[src/sv/rhcf_store.sv]
// ----------------------------------------------------------------------------
// rhcf_store
// Landmark table: single write port, one registered read port.
// ----------------------------------------------------------------------------
module rhcf_store #(
  parameter int DEPTH = 64,
  parameter int AW    = 6,
  parameter int WIDTH = 56
) (
  input  logic             clk,
  input  logic             wr_en,
  input  logic [AW-1:0]    wr_addr,
  input  logic [WIDTH-1:0] wr_data,
  input  logic             rd_en,
  input  logic [AW-1:0]    rd_addr,
  output logic [WIDTH-1:0] rd_data
);

  logic [WIDTH-1:0] mem [DEPTH];
  logic [WIDTH-1:0] rd_data_r;

  always_ff @(posedge clk) begin
    if (wr_en) begin
      mem[wr_addr] <= wr_data;
    end
  end

  always_ff @(posedge clk) begin
    if (rd_en) begin
      rd_data_r <= mem[rd_addr];
    end
  end

  assign rd_data = rd_data_r;

endmodule

[config.mk]
export PLATFORM = sky130hd
export DESIGN_NAME = rhcf_store
export DESIGN_NICKNAME = d
export VERILOG_FILES = /design/src/sv/rhcf_store.sv
export SDC_FILE = /design/constraint.sdc
export NUM_CORES = 2
export LEC_CHECK = 0
export BUFFER_PORTS_ARGS = -buffer_cell sky130_fd_sc_hd__buf_2
export CAP_MARGIN = 20
export CELL_PAD_IN_SITES_DETAIL_PLACEMENT = 1
export CELL_PAD_IN_SITES_GLOBAL_PLACEMENT = 1
export CORE_MARGIN = 4
export CORE_UTILIZATION = 50
export DETAILED_ROUTE_END_ITERATION = 6
export PLACE_DENSITY = 0.67
export SYNTH_ARGS = -nofsm -noshare
export SYNTH_HDL_FRONTEND = slang
export SYNTH_SLANG_ARGS = --single-unit
[constraint.sdc]
create_clock -name clk -period 7.4 [get_ports clk]
set_clock_uncertainty 0.15 [all_clocks]
set_input_delay 1.48 -clock clk [delete_from_list [all_inputs] [get_ports clk]]
set_output_delay 1.48 -clock clk [all_outputs]
set_load 0.05 [all_outputs]
==> results.sh <==
export IMPL_dieArea_um2=284000
export IMPL_grt_max_degree=125
export IMPL_async_reset_ff_share_pct=0
export IMPL_max_freq_mhz=241
export IMPL_grt_pass1_vias=70768
export IMPL_hold_slack_ns=0.643
export IMPL_rsz0062_at_grt="no"
export IMPL_core_um2=274000
export IMPL_tightest_slew_ns=1.16
export IMPL_nets=6424
export IMPL_cts_tree="built"
export IMPL_fillers=22524
export IMPL_via_per_inst=6.72
export IMPL_syn_area_um2=138000
export IMPL_hold_viol=0
export IMPL_place_inst=9520
export IMPL_rows=192
export IMPL_area_growth_pct=13.4
export IMPL_synth_area_leaders="edfxtp_1 79%, mux4_2 13%, mux2i_1 1.6%, o22ai_1 1.1%, a22oi_1 0.40%"
export IMPL_ys_ff_latch=3640
export IMPL_antenna_left=0
export IMPL_numCtsBuffers=371
export IMPL_portBuffers=126
export IMPL_cp_top_family="buffers and inverters"
export IMPL_crit_required_ns=8.07
export IMPL_yosysWarnings=0
export IMPL_p_per_area_nw_per_um2=276
export IMPL_clk_pin_slew_worst_paths_ns=0.06
export IMPL_cts_setup_buffers=0
export IMPL_netlist_instances=5949
export IMPL_gr_total_overflow=0
export IMPL_holdBufCountCts=0
export IMPL_design_area_um2=156000
export IMPL_initial_utilization_pct=50.3
export IMPL_critPathLaunchType="input pin"
export IMPL_die_w_um=532
export IMPL_drt_total_wl_um=412000
export IMPL_synth_ff_type="edfxtp_1"
export IMPL_cts_buffer_depth=4
export IMPL_die_h_um=532
export IMPL_dr_pass1_iters=6
export IMPL_finalCriticalPeriod_ns=4.15
export IMPL_final_cell_mix="3,640 x edfxtp_1, 803 x mux4_2, 373 x clkbuf_16, 252 x o22ai_1, 217 x mux2i_1"
export IMPL_place_area_um2=143000
export IMPL_layout_cells_non_filler=10245
export IMPL_avgSynthCellArea_um2=23.1
export IMPL_cp_cell_sequence="buf_4 > buf_4 > nand2b_2 > buf_4 > o22ai_1 > nor4_1 > o21a_1"
export IMPL_route_vias_total=68812
export IMPL_gp_congestion=0.788
export IMPL_setup_tns_ns=0
export IMPL_dp_hpwl_um=223000
export IMPL_ir_drop_v=0.000242
export IMPL_run_status="finished, final reports clean"
export IMPL_wl_per_cell_um=40.3
export IMPL_drive_above_1_share_pct=26.9
export IMPL_synth_edf_count=3640
export IMPL_slowest_delay_ns=0.73
export IMPL_track_usage_pct=29.0
export IMPL_synth_top_area_share_pct=79.5
export IMPL_power_mw=43.1
export IMPL_cts_num_sinks=3640
export IMPL_cts_resized_gates=0
export IMPL_cts_max_level=5
export IMPL_clockRootBuffer="clkbuf_16"
export IMPL_relSlewSlack_pct=22.7
export IMPL_syn_num_nets=6020
export IMPL_path_class="in2reg"
export IMPL_ys_types=46
export IMPL_fin_crit_sh_pct=56.1
export IMPL_arrival_ns=4.83
export IMPL_maxCapViolations=0
export IMPL_slew_viol_final=0
export IMPL_path_max_fanout=29
export IMPL_p_leak_nw=48.6
export IMPL_clkLatencyLatePin_ns=0.94
export IMPL_ys_seq_area_share_pct=79.5
export IMPL_critPathSlowestCell="nand2b_2"
export IMPL_grt_pass1_wl_um=576000
export IMPL_finalSetupViolCount=0
export IMPL_antenna_found_initial=34
export IMPL_yosysTopAreaCell="edfxtp_1"
export IMPL_num_io_pins=127
export IMPL_drt_first_iter_violations=10674
export IMPL_cp_end_kind="flop"
export IMPL_crit_top_cell="buf_4"
export IMPL_layout_commonest_cell="edfxtp_1"
export IMPL_critical_path_buf_inv_count=3
export IMPL_hp_class="in2reg"
export IMPL_route_detailed_drc=0
## logic make-up (layout without fill, tap and decap cells)
group                  after synthesis  count (layout)  share of synthesized area (%)
buffers and inverters              343            1038                           1.41
AOI/OAI and AO/OA                  591             591                           2.98
muxes                             1051            1051                           15.0
and+or+nand+nor                    324             324                           1.16
other                                0              12                              0
DFF                               3640            3640                           79.5
## cell type report
type,count,area [um^2],area share (%)
timing repair buffer,373,3730,2.39
antenna,12,30.0,0.0193
inverter,1,8.76,0.00562
tap,3589,4490,2.88
clock inverter,208,1880,1.20
clock buffer,456,9650,6.18
sequential,3640,109000,70.1
multi-input combinational,1966,26900,17.2
## cells in the mapped netlist (3+ instances only)
cell type and count:
a211o_1 10, a211oi_1 37, a21oi_1 15, a221oi_1 3, a22oi_1 73, a311oi_1 21
a32oi_1 3, a41o_1 9, a41oi_1 3, and2_1 17, and3_1 10, and4b_1 3
buf_1 14, buf_2 104, buf_4 68, buf_6 30, buf_8 3, clkbuf_1 122
edfxtp_1 3640, mux2_2 31, mux2i_1 217, mux4_2 803, nand2_1 75, nand2b_1 9
nand3_1 29, nand3b_1 3, nand4_1 22, nor2_1 89, nor2b_1 14, nor3_1 5
nor4_1 35, o211a_1 8, o211ai_1 6, o21a_1 33, o21ai_0 40, o21ai_1 19
o221ai_1 57, o22ai_1 252, or2_2 5, or3_1 4, or3b_2 3
## worst paths after layout
| check | to | slack, ns | start | cells past startpoint |
|---|---|---|---|---|
| hold reg to reg | rd_data[12] | 0.77 | mem[46][12] | 4 |
| setup reg to reg | rd_data[51] | 5.01 | mem[55][51] | 4 |
| hold / removal | mem[56][4] | 0.64 | wr_data[4] | 1 |
| setup / recovery | rd_data[55] | 3.25 | rd_addr[4] | 7 |
## layer usage
metal  GRT usage [%]  vias up  wire (um)
li1                -    26460          -
met1            40.4    37544     157000
met2            46.7     4052     200000
met3            5.40      754      39600
met4            10.0        2      16300
met5               0        -         11
## where the power goes
group          internal (mW)  switching, mW
sequential              22.9         0.0810
clock                   10.1           7.93
combinational          0.736           1.42
## state kept, by name, indices dropped and copies added (netlist names)
name and count:
mem 3584, rd_data 56
## stage by stage
stage | setup WS [ns] | util [%]
2_1_floorplan | 0.923 | -
3_3_place_gp | 2.43 | 52.4
3_5_place_dp | 2.36 | 52.4
4_1_cts | 3.35 | 56.6
5_1_grt | 3.27 | 57.0
6_report | 3.25 | 57.0
Note: power is estimated with default switching activity, not from simulation.
